File: src/hdl/bsa_pkg.sv
`timescale 1ns / 1ps

package bsa_pkg;

    localparam int MAP_WORDS     = 64;
    localparam int BITS_PER_WORD = 64;
    localparam int WORD_AW       = $clog2(MAP_WORDS);
    localparam int BIT_AW        = $clog2(BITS_PER_WORD);
    localparam int CNT_W         = 7;
    localparam int SLOT_W        = 12;

    localparam logic [1:0] MODE_ALLOC = 2'd0;
    localparam logic [1:0] MODE_FREE  = 2'd1;
    localparam logic [1:0] MODE_USE   = 2'd2;

    typedef enum logic [1:0] {
        STAT_OK    = 2'd0,
        STAT_FULL  = 2'd1,
        STAT_RANGE = 2'd2
    } t_status;

    typedef enum logic {
        ST_IDLE,
        ST_RMW
    } t_state;

    typedef struct packed {
        logic               found;
        logic [WORD_AW-1:0] word;
    } t_srch;

    typedef struct packed {
        logic [1:0]         mode;
        logic [WORD_AW-1:0] word;
        logic [BIT_AW-1:0]  bit_idx;
        logic               do_write;
        t_status            status;
    } t_op;

    // Index of the lowest set bit, zero when no bit is set.
    function automatic logic [BIT_AW-1:0] f_lowest(input logic [BITS_PER_WORD-1:0] v);
        logic [BIT_AW-1:0] idx;
        idx = '0;
        for (int i = BITS_PER_WORD - 1; i >= 0; i--) begin
            if (v[i]) begin
                idx = BIT_AW'(i);
            end
        end
        return idx;
    endfunction

endpackage

File: src/hdl/bsa_search.sv
`timescale 1ns / 1ps

module bsa_search (
    input  logic [bsa_pkg::MAP_WORDS-1:0] i_nonempty,
    input  logic [bsa_pkg::CNT_W-1:0]     i_n_eff,
    input  logic [bsa_pkg::WORD_AW-1:0]   i_start,
    output bsa_pkg::t_srch                o_srch
);

    logic [bsa_pkg::MAP_WORDS-1:0] in_use;
    logic [bsa_pkg::MAP_WORDS-1:0] cand;
    logic [bsa_pkg::MAP_WORDS-1:0] upper;

    always_comb begin
        for (int i = 0; i < bsa_pkg::MAP_WORDS; i++) begin
            in_use[i] = (bsa_pkg::CNT_W'(i) < i_n_eff);
        end
        cand  = i_nonempty & in_use;
        upper = cand & ({bsa_pkg::MAP_WORDS{1'b1}} << i_start);
        o_srch.found = |cand;
        // Words at or above the start come first, then the search wraps.
        if (|upper) begin
            o_srch.word = bsa_pkg::f_lowest(upper);
        end else begin
            o_srch.word = bsa_pkg::f_lowest(cand);
        end
    end

endmodule

File: config.mk
export PLATFORM = sky130hd
export DESIGN_NAME = bsa_search
export DESIGN_NICKNAME = d
export VERILOG_FILES = /design/src/hdl/bsa_pkg.sv /design/src/hdl/bsa_search.sv
export SDC_FILE = /design/constraint.sdc
export NUM_CORES = 1
export LEC_CHECK = 0
export BUFFER_PORTS_ARGS = -buffer_cell sky130_fd_sc_hd__buf_4
export CAP_MARGIN = 20
export CORE_MARGIN = 4
export CORE_UTILIZATION = 25
export DETAILED_ROUTE_END_ITERATION = 10
export PLACE_DENSITY = 0.4
export REMOVE_ABC_BUFFERS = 1
export SLEW_MARGIN = 30
export SYNTH_ARGS = -nofsm -noshare
export SYNTH_HDL_FRONTEND = slang
export SYNTH_SLANG_ARGS = --single-unit
export TNS_END_PERCENT = 5
File: constraint.sdc
create_clock -name vclk -period 5
set_clock_uncertainty 0.05 [all_clocks]
set_input_delay 0.25 -clock vclk [all_inputs]
set_output_delay 0.25 -clock vclk [all_outputs]
set_load 0.01 [all_outputs]
==> results of run 1 <==
==> stage by stage <==
stage	worst slack (ns)	hold WS (ns)	power (mW)	utilization
final	0.894	1.06	0.514	0.298
after global routing	0.683	1.11	0.552	0.298
after CTS	0.997	1.06	0.502	0.298
after detailed placement	1.02	1.05	0.499	0.298
after global placement	1.15	1.09	0.501	0.298
after floorplan	2.04	0.712	0.272	-
==> power breakdown <==
group,switching [mW],total [mW],leakage [nW],internal (mW)
sequential,0,0,0,0
combinational,0.327,0.514,1.69,0.187
clock,0,0,0,0
total,0.327,0.514,1.69,0.187
==> cell type report <==
cell class | count | area, um^2
repair buffers | 86 | 646
fillers | 1804 | 11100
multi-input cells | 583 | 3750
well taps | 216 | 270
inverters | 13 | 48.8
==> metal layers <==
metal	wire, um	vias up	track usage	part of all wire
met5	0	-	0	0
met4	488	0	0.0398	0.022
met3	1650	36	0.0235	0.075
met2	10100	333	0.384	0.46
met1	9920	2896	0.328	0.45
li1	-	2699	-	-
==> cell usage after synthesis, types with 11 or more instances <==
cell       count
a21oi_1       45
o2111ai_1     15
nor3_1        15
o21a_1        17
nor2_1        45
o21ai_0       80
nand2_1       52
and2_1        19
nand3_1       30
inv_1         13
buf_2         11
clkbuf_1      41
a31oi_1       11
o211ai_1      25
a21o_1        18
o31ai_1       13
==> how the worst min path moves through the flow <==
stage | end
after CTS | o_srch[1]
after global placement | o_srch[1]
final | o_srch[1]
after detailed placement | o_srch[1]
after global routing | o_srch[1]
after floorplan | o_srch[4]
==> kinds of logic after synthesis <==
logic type | after synthesis | synth area share
compound gates | 347 | 0.615
buf+inv | 70 | 0.0713
simple gates | 236 | 0.314
==> worst min-delay path, stage by stage <==
cell and delay [ns]:
buf_4 0.12, o2111ai_1 0.13, nand3_1 0.11, o211ai_1 0.12, buf_4 0.14
==> results.sh, run 1 <==
export IMPL_die_w_um=135
export IMPL_yosys_top_cells_area="o21ai_0 9.9%, a21oi_1 5.6%, nand2_1 4.8%"
export IMPL_dp_hpwl_um=16800
export IMPL_core_region_area_um2=15800
export IMPL_cts_resized=0
export IMPL_finalHoldViolCount=0
export IMPL_antenna_found_initial=0
export IMPL_post_route_min_period_ns=4.11
export IMPL_wl_um=22100
export IMPL_cp_max_fo=50
export IMPL_layout_common_cells="86 x buf_4, 80 x o21ai_0, 52 x nand2_1"
export IMPL_layout_commonest_cell="buf_4"
export IMPL_tns_ns=0
export IMPL_track_usage=0.231
export IMPL_status="finished, final reports clean"
export IMPL_ant_nets=0
export IMPL_critPathCaptureType="output pin"
export IMPL_drive_above_1_share=0.157
export IMPL_drtIter0Drc=601
export IMPL_slew_viol_final=0
export IMPL_final_cells=898
export IMPL_p_per_area_nw_per_um2=109
export IMPL_syn2layout_area_growth_pct=16.8
export IMPL_start_util=0.255
export IMPL_crit_type="input pin to output pin"
export IMPL_nClkBuffers=0
export IMPL_viasPerCell=6.64
export IMPL_ios=84
export IMPL_cts_setup_buffers=0
export IMPL_synth_top_area_frac=0.0992
export IMPL_max_freq_ghz=0.244
export IMPL_cpMostUsedCell="buf_4"
export IMPL_crit_path_top_delay_cell="or3_1"
export IMPL_port_buffers=84
export IMPL_nets=761
export IMPL_rsz0062_at_grt="false"
export IMPL_maxSlewHeadroom=0.429
export IMPL_yosysSeqAreaShare=0
export IMPL_synth_avg_cell_area_um2=6.18
export IMPL_worstHoldStart="i_nonempty[1]"
export IMPL_die_h_um=135
export IMPL_ys_types=79
export IMPL_grt_pass1_wl_um=33600
export IMPL_hold_depth=5
export IMPL_worstPathArrival_ns=3.81
export IMPL_ctsHoldBuffers=0
export IMPL_rows=46
export IMPL_gp_congestion=0.915
export IMPL_diodes=0
export IMPL_crit_cells=10
export IMPL_start_kind="input pin"
export IMPL_dr_pass1_iters=5
export IMPL_timing_critical_path_cells="buf_4, or3_1, o21ai_0, o31ai_1, nor4_1, nand2_1, nor4_4, o2111ai_1, o22ai_1, buf_4"
export IMPL_required_ns=4.70
export IMPL_cp_endpoint="o_srch[0]"
export IMPL_grt_max_degree=51
export IMPL_cpLargestDelayFamily="simple AND/OR/NAND/NOR gates"
export IMPL_overflow=0
export IMPL_cp_num_buf_inv=2
export IMPL_synth_warning_count=0
export IMPL_dieArea_um2=18200
export IMPL_place_inst=898
export IMPL_syn_area_um2=4040
export IMPL_vias=5964
export IMPL_routedWlPerCell_um=24.6
export IMPL_setup_violations_final=0
export IMPL_placed_cell_area_um2=4710
export IMPL_worst_pin_slew_ns=0.850
export IMPL_ir_drop_mv=0.0552
export IMPL_drc=0
export IMPL_regArea_um2=0
export IMPL_crit_start="i_n_eff[6]"
export IMPL_grt_pass1_vias=5591
export IMPL_stdcell_area_um2=4710
export IMPL_syn_inst=653
export IMPL_hp_class="input pin to output pin"
export IMPL_maxCapViolCount=0
export IMPL_slowest_delay_ns=0.74
export IMPL_period_share=0.821
export IMPL_seq_cells=0
export IMPL_synth_top_area_cell="o21ai_0"
export IMPL_leakagePower_nw=1.69
No activity file was read; power rests on OpenSTA's default activity.
==> inputs of run 2 (changes only) <==
--- a/config.mk
+++ b/config.mk
@@ -10,7 +10,7 @@
 export CORE_MARGIN = 4
 export CORE_UTILIZATION = 25
 export DETAILED_ROUTE_END_ITERATION = 10
-export PLACE_DENSITY = 0.4
+export PLACE_DENSITY = 0.41
 export REMOVE_ABC_BUFFERS = 1
 export SLEW_MARGIN = 30
 export SYNTH_ARGS = -nofsm -noshare
==> constraint.sdc (replaced) <==
create_clock -name vclk -period 3.7
set_clock_uncertainty 0.05 [all_clocks]
set_input_delay 0.185 -clock vclk [all_inputs]
set_output_delay 0.185 -clock vclk [all_outputs]
set_load 0.01 [all_outputs]
==> results.sh, run 2 (synthesis gave the netlist of run 1 again) <==
export IMPL_status="finished, final reports clean"
export IMPL_vias=6079
export IMPL_dr_pass1_iters=5
export IMPL_nClkBuffers=0
export IMPL_port_buffers=84
export IMPL_nets=804
export IMPL_drc=0
export IMPL_p_per_area_nw_per_um2=147
export IMPL_cts_setup_buffers=0
export IMPL_cp_max_fo=14
export IMPL_drtIter0Drc=604
export IMPL_ir_drop_mv=0.0750
export IMPL_die_h_um=135
export IMPL_layout_common_cells="129 x buf_4, 80 x o21ai_0, 52 x nand2_1"
export IMPL_slew_viol_final=0
export IMPL_routedWlPerCell_um=24.2
export IMPL_rsz0062_at_grt="false"
export IMPL_finalHoldViolCount=0
export IMPL_start_util=0.255
export IMPL_maxSlewHeadroom=0.388
export IMPL_grt_pass1_vias=5862
export IMPL_wl_um=22800
export IMPL_post_route_min_period_ns=3.51
export IMPL_required_ns=3.46
export IMPL_drive_above_1_share=0.210
export IMPL_overflow=0
export IMPL_crit_start="i_n_eff[0]"
export IMPL_tns_ns=0
export IMPL_setup_violations_final=0
export IMPL_dp_hpwl_um=18100
export IMPL_leakagePower_nw=1.90
export IMPL_worstPathArrival_ns=3.27
export IMPL_rows=46
export IMPL_antenna_found_initial=0
export IMPL_regArea_um2=0
export IMPL_crit_type="input pin to output pin"
export IMPL_period_share=0.948
export IMPL_maxCapViolCount=0
export IMPL_ant_nets=0
export IMPL_seq_cells=0
export IMPL_ios=84
export IMPL_cp_endpoint="o_srch[0]"
export IMPL_grt_max_degree=33
export IMPL_syn2layout_area_growth_pct=25.1
export IMPL_max_freq_ghz=0.285
export IMPL_track_usage=0.237
export IMPL_cts_resized=0
export IMPL_fillCellCount=1772
export IMPL_power_mw=0.742
export IMPL_gp_congestion=0.961
export IMPL_dieArea_um2=18200
export IMPL_diodes=0
export IMPL_grt_pass1_wl_um=34200
export IMPL_core_region_area_um2=15800
export IMPL_ctsHoldBuffers=0
export IMPL_die_w_um=135
export IMPL_worst_pin_slew_ns=0.895
export IMPL_critPathCaptureType="output pin"
export IMPL_layout_commonest_cell="buf_4"
export IMPL_viasPerCell=6.46
export IMPL_start_kind="input pin"
export IMPL_hp_class="input pin to output pin"
[run 2: worst min path at each step]
stage,from,to,slack [ns],cells past startpoint
6_report,i_nonempty[0],o_srch[1],0.91,5
5_1_grt,i_nonempty[0],o_srch[1],0.94,5
4_1_cts,i_nonempty[0],o_srch[1],0.92,5
3_5_place_dp,i_nonempty[0],o_srch[1],0.91,5
3_3_place_gp,i_nonempty[0],o_srch[1],0.90,5
2_1_floorplan,i_start[5],o_srch[4],0.58,3
[run 2: through the flow]
stage / instances / utilization / area (um^2) / hold WS, ns / setup WS, ns
3_3_place_gp: 941 / 0.318 / 5040 / 0.901 / 0.136
2_1_floorplan: 596 / - / 3800 / 0.582 / 0.872
3_5_place_dp: 941 / 0.318 / 5040 / 0.914 / 0.129
6_report: 941 / 0.319 / 5050 / 0.914 / 0.192
4_1_cts: 941 / 0.318 / 5040 / 0.919 / 0.107
5_1_grt: 941 / 0.319 / 5050 / 0.936 / 0.0736
[run 2: power by group]
part | switching [mW] | internal, mW | total [mW]
combinational | 0.455 | 0.287 | 0.742
clock | 0 | 0 | 0
sequential | 0 | 0 | 0
total | 0.455 | 0.287 | 0.742
[run 2: critical path, cell delays in order]
cell and delay, ns:
buf_4 0.20, a21oi_1 0.55, buf_4 0.28, a221oi_1 0.16, nor4_1 0.43, a31oi_1 0.24
nand4b_1 0.36, nor4_4 0.29, o2111ai_1 0.17, o22ai_1 0.23, buf_4 0.17
[run 2: metal layers]
metal  track usage  vias up  part of all wire  wire length [um]
met5             0        -                 0                 0
met4        0.0420        0             0.022               511
li1              -     2788                 -                 -
met3        0.0201       38             0.079              1790
met2         0.397      313              0.46             10400
met1         0.336     2940              0.44             10100
[run 2: final cells by class]
cell class / count / area (um^2) / area share
Multi-Input combinational cell: 583 / 3760 / 0.745
Tap cell: 216 / 270 / 0.0535
Timing Repair Buffer: 129 / 968 / 0.192
Inverter: 13 / 48.8 / 0.00966
