--- src/hdl/bsa_pkg.sv ---
`timescale 1ns / 1ps

package bsa_pkg;

    localparam int MAP_WORDS     = 64;
    localparam int BITS_PER_WORD = 64;
    localparam int WORD_AW       = $clog2(MAP_WORDS);
    localparam int BIT_AW        = $clog2(BITS_PER_WORD);
    localparam int CNT_W         = 7;
    localparam int SLOT_W        = 12;

    localparam logic [1:0] MODE_ALLOC = 2'd0;
    localparam logic [1:0] MODE_FREE  = 2'd1;
    localparam logic [1:0] MODE_USE   = 2'd2;

    typedef enum logic [1:0] {
        STAT_OK    = 2'd0,
        STAT_FULL  = 2'd1,
        STAT_RANGE = 2'd2
    } t_status;

    typedef enum logic {
        ST_IDLE,
        ST_RMW
    } t_state;

    typedef struct packed {
        logic               found;
        logic [WORD_AW-1:0] word;
    } t_srch;

    typedef struct packed {
        logic [1:0]         mode;
        logic [WORD_AW-1:0] word;
        logic [BIT_AW-1:0]  bit_idx;
        logic               do_write;
        t_status            status;
    } t_op;

    // Index of the lowest set bit, zero when no bit is set.
    function automatic logic [BIT_AW-1:0] f_lowest(input logic [BITS_PER_WORD-1:0] v);
        logic [BIT_AW-1:0] idx;
        idx = '0;
        for (int i = BITS_PER_WORD - 1; i >= 0; i--) begin
            if (v[i]) begin
                idx = BIT_AW'(i);
            end
        end
        return idx;
    endfunction

endpackage

--- src/hdl/bsa_rem.sv ---
`timescale 1ns / 1ps

module bsa_rem (
    input  logic                           i_clk,
    input  logic                           i_rst_n,
    input  logic                           i_start,
    input  logic [bsa_pkg::WORD_AW-1:0]    i_hint,
    input  logic [bsa_pkg::CNT_W-1:0]      i_div,
    output logic                           o_busy,
    output logic                           o_done,
    output logic [bsa_pkg::WORD_AW-1:0]    o_rem
);

    localparam int CW = $clog2(bsa_pkg::WORD_AW);

    logic                         r_busy;
    logic [CW-1:0]                r_cnt;
    logic [bsa_pkg::WORD_AW-1:0]  r_rem;
    logic [bsa_pkg::WORD_AW-1:0]  r_hint;
    logic [bsa_pkg::CNT_W-1:0]    r_div;
    logic [bsa_pkg::CNT_W-1:0]    trial;
    logic [bsa_pkg::CNT_W-1:0]    res;

    // Restoring remainder, one hint bit per cycle, most significant first.
    always_comb begin
        trial = {r_rem, r_hint[r_cnt]};
        res   = (trial >= r_div) ? trial - r_div : trial;
    end

    always_ff @(posedge i_clk) begin
        if (!i_rst_n) begin
            r_busy <= 1'b0;
            r_cnt  <= '0;
        end else if (i_start) begin
            r_busy <= 1'b1;
            r_cnt  <= CW'(bsa_pkg::WORD_AW - 1);
        end else if (r_busy) begin
            r_cnt <= r_cnt - 1'b1;
            if (r_cnt == '0) begin
                r_busy <= 1'b0;
            end
        end
    end

    always_ff @(posedge i_clk) begin
        if (i_start) begin
            r_rem  <= '0;
            r_hint <= i_hint;
            r_div  <= i_div;
        end else if (r_busy) begin
            r_rem <= res[bsa_pkg::WORD_AW-1:0];
        end
    end

    assign o_busy = r_busy;
    assign o_done = r_busy && (r_cnt == '0);
    assign o_rem  = res[bsa_pkg::WORD_AW-1:0];

endmodule

--- config.mk ---
export PLATFORM = sky130hd
export DESIGN_NAME = bsa_rem
export DESIGN_NICKNAME = d
export VERILOG_FILES = /design/src/hdl/bsa_pkg.sv /design/src/hdl/bsa_rem.sv
export SDC_FILE = /design/constraint.sdc
export NUM_CORES = 1
export LEC_CHECK = 0
export ABC_AREA = 1
export BUFFER_PORTS_ARGS = -buffer_cell sky130_fd_sc_hd__buf_2
export CORE_AREA = 2 2 77 72
export DETAILED_ROUTE_END_ITERATION = 10
export DIE_AREA = 0 0 79 74
export MAX_ROUTING_LAYER = met4
export PLACE_DENSITY = 0.45
export RECOVER_POWER = 100
export SYNTH_ARGS = -nofsm -noshare
export SYNTH_HDL_FRONTEND = slang
export SYNTH_SLANG_ARGS = --single-unit
--- constraint.sdc ---
create_clock -name i_clk -period 3.2 [get_ports i_clk]
set_input_delay 0.16 -clock i_clk [delete_from_list [all_inputs] [get_ports i_clk]]
set_output_delay 0.16 -clock i_clk [all_outputs]
set_load 0.01 [all_outputs]
==> results of run 1 <==
## cells by family (layout without fill, tap and decap cells)
family	count (synthesis)	in the layout	share of synthesized area (%)
AND/OR/NAND/NOR	80	80	31.5
buffers and inverters	39	65	10.3
XOR/XNOR	3	3	1.78
AO/OA/AOI/OAI	13	13	6.46
adder cells (fa/ha/maj)	11	11	9.86
flip-flops	23	23	40.1
## routing by layer
layer,global-route usage [%],up-vias,part of all wire [%]
met2,17.8,16,46
met3,1.46,2,2.4
li1,-,576,-
met4,4.02,0,1.1
met1,13.9,469,50
met5,-,-,0
## cell type report
cell class / count / area, sq um / area share, %
Multi-Input combinational cell: 107 / 703 / 42.1
Clock buffer: 4 / 45.0 / 2.70
Inverter: 37 / 139 / 8.31
Timing Repair Buffer: 24 / 109 / 6.52
Sequential cell: 23 / 591 / 35.4
Tap cell: 67 / 83.8 / 5.02
## stage by stage
stage          power (mW)  hold WS, ns  util [%]
2_1_floorplan       0.540        0.259         -
3_3_place_gp        0.609        0.337      32.9
3_5_place_dp        0.606        0.338      32.9
4_1_cts             0.791       0.0623      33.8
5_1_grt             0.823       0.0560      33.0
6_report            0.762       0.0701      33.0
## placed cells by master (no fill, tap or decap), types with 2 or more instances in the layout
master,count
nand2_1,34
nor2_4,2
dfxtp_1,10
inv_1,35
a21oi_1,4
inv_2,2
xnor2_1,2
clkbuf_1,10
ha_1,10
o21ai_0,4
nor2_1,13
edfxtp_1,13
nand2_2,8
o211ai_1,2
nand3_2,4
nand3_1,8
buf_2,15
nand2_4,5
clkbuf_8,3
## worst paths after layout
check / endpoint / slack (ns) / cells after the start
setup / recovery: o_rem[4] / 0.57 / 15
hold reg to reg: r_cnt[1] / 0.55 / 2
hold / removal: r_hint[0] / 0.07 / 1
setup reg to reg: r_rem[4] / 0.99 / 16
## power by group
group	switching (mW)	leakage, nW	internal [mW]	total [mW]
sequential	0.0158	0.210	0.337	0.353
clock	0.0902	0.0228	0.0887	0.179
combinational	0.143	0.611	0.0870	0.230
total	0.249	0.844	0.513	0.762
## sequential cells by signal, indices dropped and copies added (netlist names)
| name | flops |
|---|---|
| o_busy | 1 |
| r_cnt | 3 |
| r_div | 7 |
| r_hint | 6 |
| r_rem | 6 |
==> summary by stage, run 1 <==
Run status
The flow ran to the end, and the final reports show no timing, DRC or antenna violations.

Synthesis
Synthesis inferred 23 register bits. The net count of the mapped netlist is 196. The number of cells produced by synthesis is 169.

By area the synthesized netlist is led by edfxtp_1, dfxtp_1, inv_1. By instance count, the leading cell after synthesis is inv_1. Of all cell types, the one taking the most synthesized area is edfxtp_1. The count of distinct cell types in the synthesized netlist is 30. The most common flop cell mapped by yosys is edfxtp_1.

The synthesized cell area is 1470 sq um. By count the netlist is led by inv_1, nand2_1, edfxtp_1, nor2_1. Yosys mapped a number of flops with a built-in enable equal to 13. The top cell type by area accounts for 26.5% of the synthesized area. The register area share after synthesis is 40.1%.

The post-synthesis async set-or-reset flop share is 0%. During synthesis, Yosys emitted a total of 0 warnings. The mean cell area of the mapped netlist is 8.71 sq um.

Pwr
For this design the ratio of total power to cell area is 456 nW/um^2. In this run the static leakage power is 0.844 nW. The worst-case IR drop observed on VDD is 196 uV.

Setup path
The critical path's largest stage delay is 0.39 ns. The cell family contributing the most delay on the critical path is simple AND/OR/NAND/NOR gates. The number of buffers and inverters on the critical path is 3. The slowest stage cell on the critical path is fa_1. The arrival time at the worst endpoint is 2.47 ns. The beginning of the critical path is r_cnt[0]. The signal on the critical path passes through inv_1, nand2_1, nand3_1, nand2_1, nand2_1, nand2_1, inv_1, ha_1, fa_1, nand3b_1, nand2_1, xor2_1, nand2_1, nand2_1, clkbuf_1. The most used cell along the critical path is nand2_1.

The critical path startpoint category is a register. The source of the worst register-to-register timing path is r_cnt[0]. Of all nets on the critical path, the largest fanout is 6. The class of the most critical setup path is reg2out. Data on the critical path is required at its endpoint by 3.04 ns.

The critical path endpoint category is an output pin.

Detailed routing
The number of DRC violations after detailed-routing iteration 0 is 49. In the final routed layout, each cell accounts on average for 10.4 um. Dividing the detail-routed via count by the number of cells gives 4.06. The final layout contains routed wiring with a total length of 2710 um. Before antenna repair, the detailed router went through 4 iterations. In the routed design, unresolved DRC markers number 0. In this run the remaining antenna-violating nets after routing total 0. The number of vias after detailed routing is 1063.

Clock network
Buffers inserted during clock tree synthesis total 3. For this design, the sink count on the clock tree is 23. The post-CTS resize count is 0. In this run the clock root is driven by a clkbuf_8.

The CTS tree is yes. Clock-pin slew was measured on the worst setup and hold paths at 0.08 ns. For this design, the CTS-stage hold fixing added 0 buffers.

The clock reaches the later pin of the worst-skew pair after 0.26 ns. After clock tree synthesis, the setup repair step added 0 buffers. The number of levels in the clock H-tree is 1. The clock passes through at most 2 buffers.

Floorplan
The total area inside the core boundary comes to 5070 sq um. The die span in y is 74 um. The initial core utilization is 29.1%. The area enclosed by the die boundary is 5850 sq um. The number of placement rows is 25. The die span in x is 79 um. The number of I/O pins is 24.

Finish
Counting the fill cells in the layout gives 560. The fraction of final layout cells with drive strength greater than 1 is 22.6%. Excluding fillers, the count of instances in the completed layout stands at 262. After the last flow step, the layout net total stands at 223. The final design instance area without fill is 1670 sq um. The repair_antennas step left the layout with diodes totalling 0. The area added between synthesis and finish is 13.4%.

Timing
The pin slew with the least headroom to its limit is 1.09 ns. The relative slew slack is 27.5%. The clock period could shrink to 2.63 ns. The worst path setup slack after routing is 0.572 ns. Setup repair after global routing left no endpoint under its margin. After routing, the total negative slack on setup checks comes to 0 ns. The final critical path takes up 82.1% of the cycle.

Derived from the worst setup path, the maximum achievable clock frequency is 381 MHz. For the final database, setup skew stands at 0.00255 ns. The hold violation total from the final report is 0. Setup violations remaining at the end of the flow were counted as 0. The count of pins over their slew limit is 0.

Global route
The global-route usage over all layers is 10.9%. The number of antenna violations at the first check in global routing is 0. Entering global routing, the biggest net connects 21 pins.

The total overflow left after global routing is 0. The number of global-route vias before repair is 1084. The wire length of the first global-routing pass is 4800 um.

Place
The instance count after placement with tap cells included is 258. The placed wire-length estimate is 2130 um. In this run the tool buffered the top-level ports with 23 buffer cells. Routability-driven placement finished with a final weighted congestion of 0.773. Prior to clock tree synthesis, the placed netlist has a worst setup slack of 0.874 ns. Once placement finished, the instance area stood at 1670 sq um.

Worst hold path
The beginning of the worst hold path is i_hint[0]. In this run the worst hold path is classified as in2reg.

Flow run
The number of max-cap violations is 0.
No activity file was read; power rests on OpenSTA's default activity.
==> run 2: changes to the inputs <==
ABC_AREA = 0   (was 1)
CORE_AREA = 2 2 72 67   (was 2 2 77 72)
DIE_AREA = 0 0 74 69   (was 0 0 79 74)
PLACE_DENSITY = 0.47   (was 0.45)
clock period = 2.3 ns   (was 3.2 ns; I/O delays follow)
==> run 2 against run 1 <==
  * The flow now finishes with violations (negative setup slack)
  * Count of clock-buffer cells in the layout shrank 1
  * Combinational power rose by 80%
  * Largest power group unchanged
  * Worst setup slack lost 0.96 ns
  * Critical endpoint is now o_rem[1]
  * First-iteration DRC count fell by 20%
  * Worst hold slack got worse by 0.056 ns
  * Clock skew grew 0.0026 ns
  * Core utilization rose by 7.1 points
  * Synthesized cell count fell by 31%
==> summary by stage, run 2 <==
Timing
The worst path uses 117% of the clock period. The pin slew with the least headroom to its limit is 1.07 ns (-0.0177 ns). The setup-violating endpoint count in the final report is 12 (+12).

The hold violation total from the final report is 0 (unchanged). The relative slew slack was 28.7% (+1.2 points). Setup repair after global routing could not meet its margin everywhere.

Based on the critical path, the design can be clocked at up to 372 MHz. The count of pins over their slew limit is 0 (unchanged). The post-layout minimum cycle time is 2.69 ns.

The worst path setup slack after routing came to -0.385 ns (-0.957 ns). The final setup skew came to 0.00515 ns (+0.00260 ns).

Detailed routing
The wire length on met3 is 107 um (+67%). The met2 wire length is 1400 um (+11%). The sum of routed wire length over all layers is 2810 um (+3.5%). The number of vias after detailed routing is 990 (-6.9%). The number of remaining DRC errors is 0 (unchanged). The number of vias per cell is 4.50 (+11%). The average wire per cell in the routed design came to 12.8 um (+23%).

The number of routed nets with antenna violations is 0 (unchanged). The number of iterations in the first detailed-routing pass is 4 (unchanged). The number of DRC violations after detailed-routing iteration 0 is 39 (-20%).

The routed metal-1 wire length is 1270 um (-6.3%). The top routing layer in use is met4.

Setup path
In this run the critical register-to-register path is captured at r_rem[1]. The critical path's largest stage delay was 0.52 ns (+0.13 ns). The maximum fanout count along the critical path is 4 (-2). The kind of cell with the highest combined delay on the critical path is multiplexers.

Tracing the worst setup path back leads to its startpoint at r_cnt[0]. The number of cells on the worst reg-to-reg path is 11 (-5). The most critical setup path has its endpoint at o_rem[1]. The critical path goes through mux4_2, mux2i_4, ha_4, nor2b_2, o21ai_2, a41o_4, buf_6, mux2i_2, buf_2. The critical path startpoint category is a register.

The required time at the worst-slack endpoint is 2.18 ns (-0.86 ns). The setup slack of the most critical reg-to-reg path came to -0.35 ns (-1.34 ns). The critical path endpoint category is an output pin. The source of the worst register-to-register timing path is r_cnt[0]. The arrival time at the worst endpoint is 2.57 ns (+0.10 ns). The critical path in this run is classified as reg2out. The count of buffering cells on the critical path with inverters included is 2 (-1). The largest individual stage delay along the critical path comes from the cell mux4_2. The critical path depth in cells is 9 (-6).

Worst hold path
The path class of the tightest hold or removal check is in2reg.

Finish
The combined area of the multi-input logic cells is 722 sq um (+2.7%). The total inserted antenna cells is 0 (unchanged). The number of flip-flops in the largest register is 7 (unchanged).

The register containing the most flip-flops in the final layout is r_div. The top cell types in the final layout, fill and taps aside, are buf_2, inv_1, edfxtp_1, buf_4, nor2_1. The count of fill cells added during filler insertion is 425 (-24%).

The total area of sequential cells is 594 sq um (+0.64%). The total number of nets in the final design came to 186 (-17%). The largest registers in the layout are r_div: 7 flops, r_hint: 6 flops, r_rem: 6 flops. The non-filler instance count after layout is 220 (-16%).

The fraction of final layout cells with drive strength greater than 1 is 36.1% (+14 points). The area added between synthesis and finish is 36.3%. The leading cell type in the layout, fill and taps excluded is buf_2.

Place
The pre-CTS worst setup slack is -0.194 ns (-1.07 ns). The instance count after placement with tap cells included is 208 (-19%). The weighted congestion reported at the end of routability-driven placement is 0.790 (+2.1%). The placed wire-length estimate was 1920 um (-10%).

The number of buffers inserted by port buffering is 23 (unchanged).

Global route
The number of antenna violations at the first check in global routing came to 0 (unchanged). The wire length of the first global-routing pass came to 4510 um (-6.0%). The total grt overflow is 0 (unchanged). The global-route usage over all layers is 11.5% (+0.57 points).

The number of global-route vias before repair is 980 (-9.6%). The largest net degree at the start of global routing is 21 (unchanged).

Synthesis
The post-synthesis async set-or-reset flop share is 0% (unchanged). The synthesis-stage register bit count came to 23 (unchanged). The net count of the mapped netlist was 144 (-27%).

The number of warnings reported in the yosys synthesis log came to 0 (unchanged). The register area share after synthesis is 46.2% (+6.1 points). The share of the synthesized area in the top cell type is 30.5% (+4.0 points). The count of distinct cell types in the synthesized netlist came to 39 (+30%).

The cell with the most instances after synthesis is inv_1. The library cell with the largest summed area after synthesis is edfxtp_1. The commonest cells after synthesis are inv_1, edfxtp_1, nor2_1. The synthesized cell area is 1280 sq um (-13%). Sorting the synthesized cells by area gives the leading types as edfxtp_1, dfxtp_1, ha_1. The number of flops mapped to enable cells by yosys was 13 (unchanged). The number of cells produced by synthesis is 117 (-31%). The mean cell area of the mapped netlist came to 10.9 sq um (+25%). Among all flip-flop cells after synthesis, the most frequent one is edfxtp_1.

Floorplan
The area enclosed by the die boundary is 5110 sq um (-13%). The total core area is 4350 sq um (-14%). The die span in x is 74 um (-6.3%). The number of placement rows is 23 (-8.0%). The number of I/O pins is 24 (unchanged).

The initial core utilization was 29.4% (+0.37 points). The die span in y is 69 um (-6.8%).

Pwr
The part of the power in registers is 42.4% (-4.0 points). The internal power contribution is 0.809 mW (+58%). The peak supply drop came to 287 uV (+46%). The power per cell area was 671 nW/um^2 (+47%). The share of total power in combinational logic was 35.5% (+5.3 points). The net switching power was 0.360 mW (+45%). The leakage power figure was 0.744 nW (-12%).

The switching share of total power is 30.8% (-1.9 points). The clock power share is 22.1% (-1.4 points).

Run status
The checks that failed: negative setup slack. The run finished, with violations left.

Flow run
The number of max-cap violations was 0 (unchanged).

Clock network
The count of hold-fix buffers inserted at cts is 0 (unchanged). The clock edge transition at the registers on the reported setup and hold paths is 0.09 ns (about the same). The maximum clock path buffer count is 2 (unchanged). The number of levels in the clock H-tree is 1 (unchanged). The TritonCTS buffer count is 3 (unchanged). The root cell of the clock tree is clkbuf_8. The clock latency on the worst-skew pair came to 0.27 ns (about the same). The clock sink count is 23 (unchanged).

The CTS tree is yes.
run 2: layout make-up:
| cell class | count | share of cell area (%) |
|---|---|---|
| clock buffer | 3 | 2.37 |
| clock inverter | 1 | 0.287 |
| inverter | 14 | 3.02 |
| multi-input combinational | 79 | 41.4 |
| sequential | 23 | 34.1 |
| tap | 62 | 4.45 |
| timing repair buffer | 38 | 14.4 |
run 2: metal layers:
metal  vias up  global-route usage, %
li1        503                      -
met1       464                   15.9
met2        19                   16.7
met3         4                   2.34
met4         0                   3.64
met5         -                      -
run 2: worst min path at each step:
stage | slack, ns | start | cells past startpoint | endpoint
after detailed placement | 0.29 | i_hint[2] | 1 | r_hint[2]
after global routing | 0.009 | i_div[4] | 1 | r_div[4]
after CTS | 0.008 | i_div[2] | 1 | r_div[2]
final | 0.01 | i_div[2] | 1 | r_div[2]
after floorplan | 0.19 | i_start | 1 | r_rem[3]
after global placement | 0.29 | i_div[4] | 1 | r_div[4]
run 2: stage by stage:
stage / total power [mW] / TNS (ns) / hold WS, ns / utilization, % / cell area (sq um)
2_1_floorplan: 0.706 / -0.210 / 0.187 / - / 1290
3_3_place_gp: 0.823 / -0.946 / 0.291 / 35.4 / 1540
3_5_place_dp: 0.823 / -1.36 / 0.293 / 35.4 / 1540
4_1_cts: 1.14 / -2.94 / 0.00808 / 38.6 / 1680
5_1_grt: 1.24 / -4.19 / 0.00855 / 40.1 / 1740
6_report: 1.17 / -3.12 / 0.0144 / 40.1 / 1740
run 2: repair_timing:
action / CTS / global route
pin swaps: 5 / 5
gates resized for setup: 9 / 8
endpoints found under the setup margin: 12 / 12
buffers inserted: 6 / 2
gates cloned: 0 / 0
hold endpoints to repair: 0 / 0
run 2: power groups by stage:
stage	Combinational [mW]	Clock (mW)	Sequential, mW
3_5_place_dp	0.317	0	0.506
3_3_place_gp	0.316	0	0.506
2_1_floorplan	0.210	0	0.497
5_1_grt	0.454	0.283	0.502
4_1_cts	0.371	0.269	0.496
6_report	0.415	0.259	0.496
run 2: kinds of logic (layout without fill, tap and decap cells):
| group | after synthesis | in the layout | share of synthesized area [%] |
|---|---|---|---|
| muxes | 8 | 8 | 7.73 |
| xor gates and xnor gates | 4 | 4 | 2.74 |
| AOI/OAI and AO/OA | 24 | 24 | 15.3 |
| adders and majority gates | 11 | 11 | 11.4 |
| buffers and inverters | 15 | 56 | 4.40 |
| DFF | 23 | 23 | 46.2 |
| and+or+nand+nor | 32 | 32 | 12.3 |
==> run 3: changes to the inputs <==
CORE_AREA = 2 2 60 56   (was 2 2 72 67)
DIE_AREA = 0 0 62 58   (was 0 0 74 69)
PLACE_DENSITY = 0.67   (was 0.47)
==> run 3 against run 2 <==
  * The run still ends with negative setup slack left
  * Combinational power down 8.2%
  * Worst setup slack worse by 0.0050 ns
  * Die area down 30%
  * Final cell count down 6.4%
  * Critical path depth down 1
  * Non-clock buffer count up 6
  * Routed wire length down 5.3%
  * Register-to-register slack better by 0.17 ns
  * Critical endpoint is now o_rem[5]
  * Largest cell class unchanged
  * Largest power group unchanged
==> summary by stage, run 3 (synthesis gave the netlist of run 2 again) <==
Finish
The largest registers in the layout are r_div: 7 flops, r_hint: 6 flops, r_rem: 6 flops. The count of fill cells added during filler insertion was 259 (-39%). The number of flip-flops in the largest register was 7 (unchanged). The final design instance area without fill is 1740 sq um (about the same). Leaving out fill and tap cells, the most frequent cell in the layout is buf_2. The total number of nets in the final design was 192 (+3.2%). The top cell types in the final layout, fill and taps aside, are buf_2, inv_1, dlygate4sd3_1, edfxtp_1, nor2_1. Counting flops per register, the top entry is r_div. The fraction of final layout cells with drive strength greater than 1 is 32.3% (-3.8 points).

The total inserted antenna cells came to 0 (unchanged). The area added between synthesis and finish is 36.2% (about the same). The share of the core filled with cells came to 58.6% (+19 points).

Detailed routing
The number of routed nets with antenna violations was 0 (unchanged). The number of vias per cell came to 4.94 (+9.8%). The number of remaining DRC errors was 0 (unchanged). The number of vias after detailed routing is 1018 (+2.8%). The sum of routed wire length over all layers came to 2660 um (-5.3%).

The number of iterations in the first detailed-routing pass is 4 (unchanged). The average wire per cell in the routed design is 12.9 um (+1.2%). The number of DRC violations after detailed-routing iteration 0 is 24 (-38%).

Setup path
The number of cells on the worst reg-to-reg path is 9 (-2). The arrival time at the worst endpoint was 2.58 ns (about the same). The required time at the worst-slack endpoint is 2.18 ns (about the same). The maximum fanout count along the critical path is 4 (unchanged).

The endpoint identified for the worst register-to-register timing path is r_rem[1]. The critical path is of the reg2out type. STA classifies the critical path endpoint as an output pin. In this run the critical register-to-register path is launched from r_cnt[0]. The critical path startpoint category is a register. Walking the worst path, the cells encountered are mux4_2, mux2i_4, ha_4, nor2b_2, o21ai_2, a41o_2, mux2_2, buf_2. The critical path's largest stage delay is 0.52 ns (about the same). The setup slack of the most critical reg-to-reg path is -0.18 ns (+0.17 ns). The slowest stage cell on the critical path is mux4_2.

Clock network
The maximum clock path buffer count was 2 (unchanged). The tree is rooted in a clkbuf_4. The clock latency on the worst-skew pair is 0.31 ns (+0.04 ns).

The clock sink count is 23 (unchanged). The TritonCTS buffer count is 3 (unchanged). The clock edge transition at the registers on the reported setup and hold paths is 0.12 ns (+0.03 ns). The number of levels in the clock H-tree came to 1 (unchanged). TritonCTS built the clock tree.

Global route
The number of global-route vias before repair is 1082 (+10%). The global-route usage over all layers is 18.0% (+6.5 points). The wire length of the first global-routing pass is 4690 um (+4.0%).

The largest net degree at the start of global routing is 21 (unchanged). The number of antenna violations at the first check in global routing is 0 (unchanged). The total grt overflow is 0 (unchanged).

Pwr
The peak supply drop was 302 uV (+5.0%). The power per cell area came to 612 nW/um^2 (-8.8%). The leakage power figure is 0.759 nW (+2.1%).

Worst hold path
The hold-critical path depth is 2 (+1). For hold timing, the worst endpoint is o_busy. The worst hold path begins at i_rst_n. The worst hold path belongs to the class in2reg.

Timing
The total negative setup slack is -2.66 ns (+0.465 ns). The pin slew with the least headroom to its limit is 1.12 ns (+0.0545 ns). The hold violation total from the final report is 0 (unchanged). The period utilization is 117% (+0.22 points).

Setup repair after global routing could not meet its margin everywhere. The count of pins over their slew limit is 0 (unchanged). The worst path setup slack after routing came to -0.390 ns (-0.00501 ns). The final setup skew is 0.00678 ns (+0.00163 ns).

The post-layout minimum cycle time was 2.69 ns (+0.00501 ns). The setup-violating endpoint count in the final report is 11 (-1). The relative slew slack is 25.0% (-3.6 points). The timing-limited maximum frequency is 372 MHz (-0.19%).

Floorplan
The number of I/O pins is 24 (unchanged). The initial core utilization is 43.0% (+14 points). The number of placement rows is 19 (-17%). The die span in x is 62 um (-16%).

The die span in y is 58 um (-16%). The total core area is 2970 sq um (-32%). The area enclosed by the die boundary is 3600 sq um (-30%).

Place
The weighted congestion reported at the end of routability-driven placement is 0.886 (+12%). The cell area after placement came to 1500 sq um (-2.6%). The number of buffers inserted by port buffering is 23 (unchanged). The placed wire-length estimate is 1900 um (-0.88%).

Run status
The flow ran to the end, but the final reports show violations. The checks that failed: negative setup slack.

Flow run
The number of max-cap violations was 0 (unchanged).
-- run 3: worst max-delay path by stage --
stage	startpoint	endpoint	slack [ns]	cells after the start
4_1_cts	r_cnt[0]	o_rem[5]	-0.47	8
2_1_floorplan	r_cnt[0]	r_rem[4]	-0.13	8
3_3_place_gp	r_cnt[0]	r_rem[4]	-0.10	8
5_1_grt	r_cnt[0]	o_rem[5]	-0.51	8
3_5_place_dp	r_cnt[0]	r_rem[4]	-0.16	8
6_report	r_cnt[0]	o_rem[5]	-0.39	8
-- run 3: timing repair --
| action | CTS | global route |
|---|---|---|
| hold buffers | 13 | 0 |
| gates resized for setup | 5 | 9 |
| setup buffers | 2 | 1 |
| setup endpoints to repair | 11 | 12 |
| hold endpoints to repair | 13 | 0 |
| pin swaps | 4 | 1 |
-- run 3: stage by stage --
stage / setup slack, ns / power (mW) / hold slack (ns) / instances
floorplan: -0.126 / 0.706 / 0.187 / 117
global placement: -0.101 / 0.803 / 0.291 / 186
detailed placement: -0.158 / 0.815 / 0.293 / 186
CTS: -0.468 / 1.05 / 0.0366 / 205
global route: -0.515 / 1.14 / 0.0425 / 206
finish: -0.390 / 1.07 / 0.0486 / 206
-- run 3: final cells by class --
class | count | area [sq um] | area share (%)
multi-input cells | 79 | 704 | 40.4
clock buffers | 3 | 22.5 | 1.29
clock inverters | 1 | 5.00 | 0.287
flip-flops and latches | 23 | 592 | 34.0
well taps | 42 | 52.6 | 3.02
repair buffers | 44 | 313 | 18.0
inverters | 14 | 52.6 | 3.02
-- run 3: worst max-delay path: cells and delay by family (launching register included) --
| kind | cells | cell delay [ns] |
|---|---|---|
| AOI/OAI and AO/OA | 2 | 0.35 |
| adders and majority gates | 1 | 0.24 |
| buffers and inverters | 1 | 0.14 |
| DFF | 1 | 0.38 |
| muxes | 3 | 1.05 |
| and+or+nand+nor | 1 | 0.12 |
-- run 3: where the power goes --
part	internal (mW)	switching, mW
Combinational	0.199	0.182
Sequential	0.470	0.0269
Clock	0.0650	0.122
Total	0.735	0.331
-- run 3: layer usage --
layer	GRT usage, %	wire (um)
met1	23.3	1220
met2	28.0	1280
met5	-	0
met4	8.21	77
met3	2.01	85
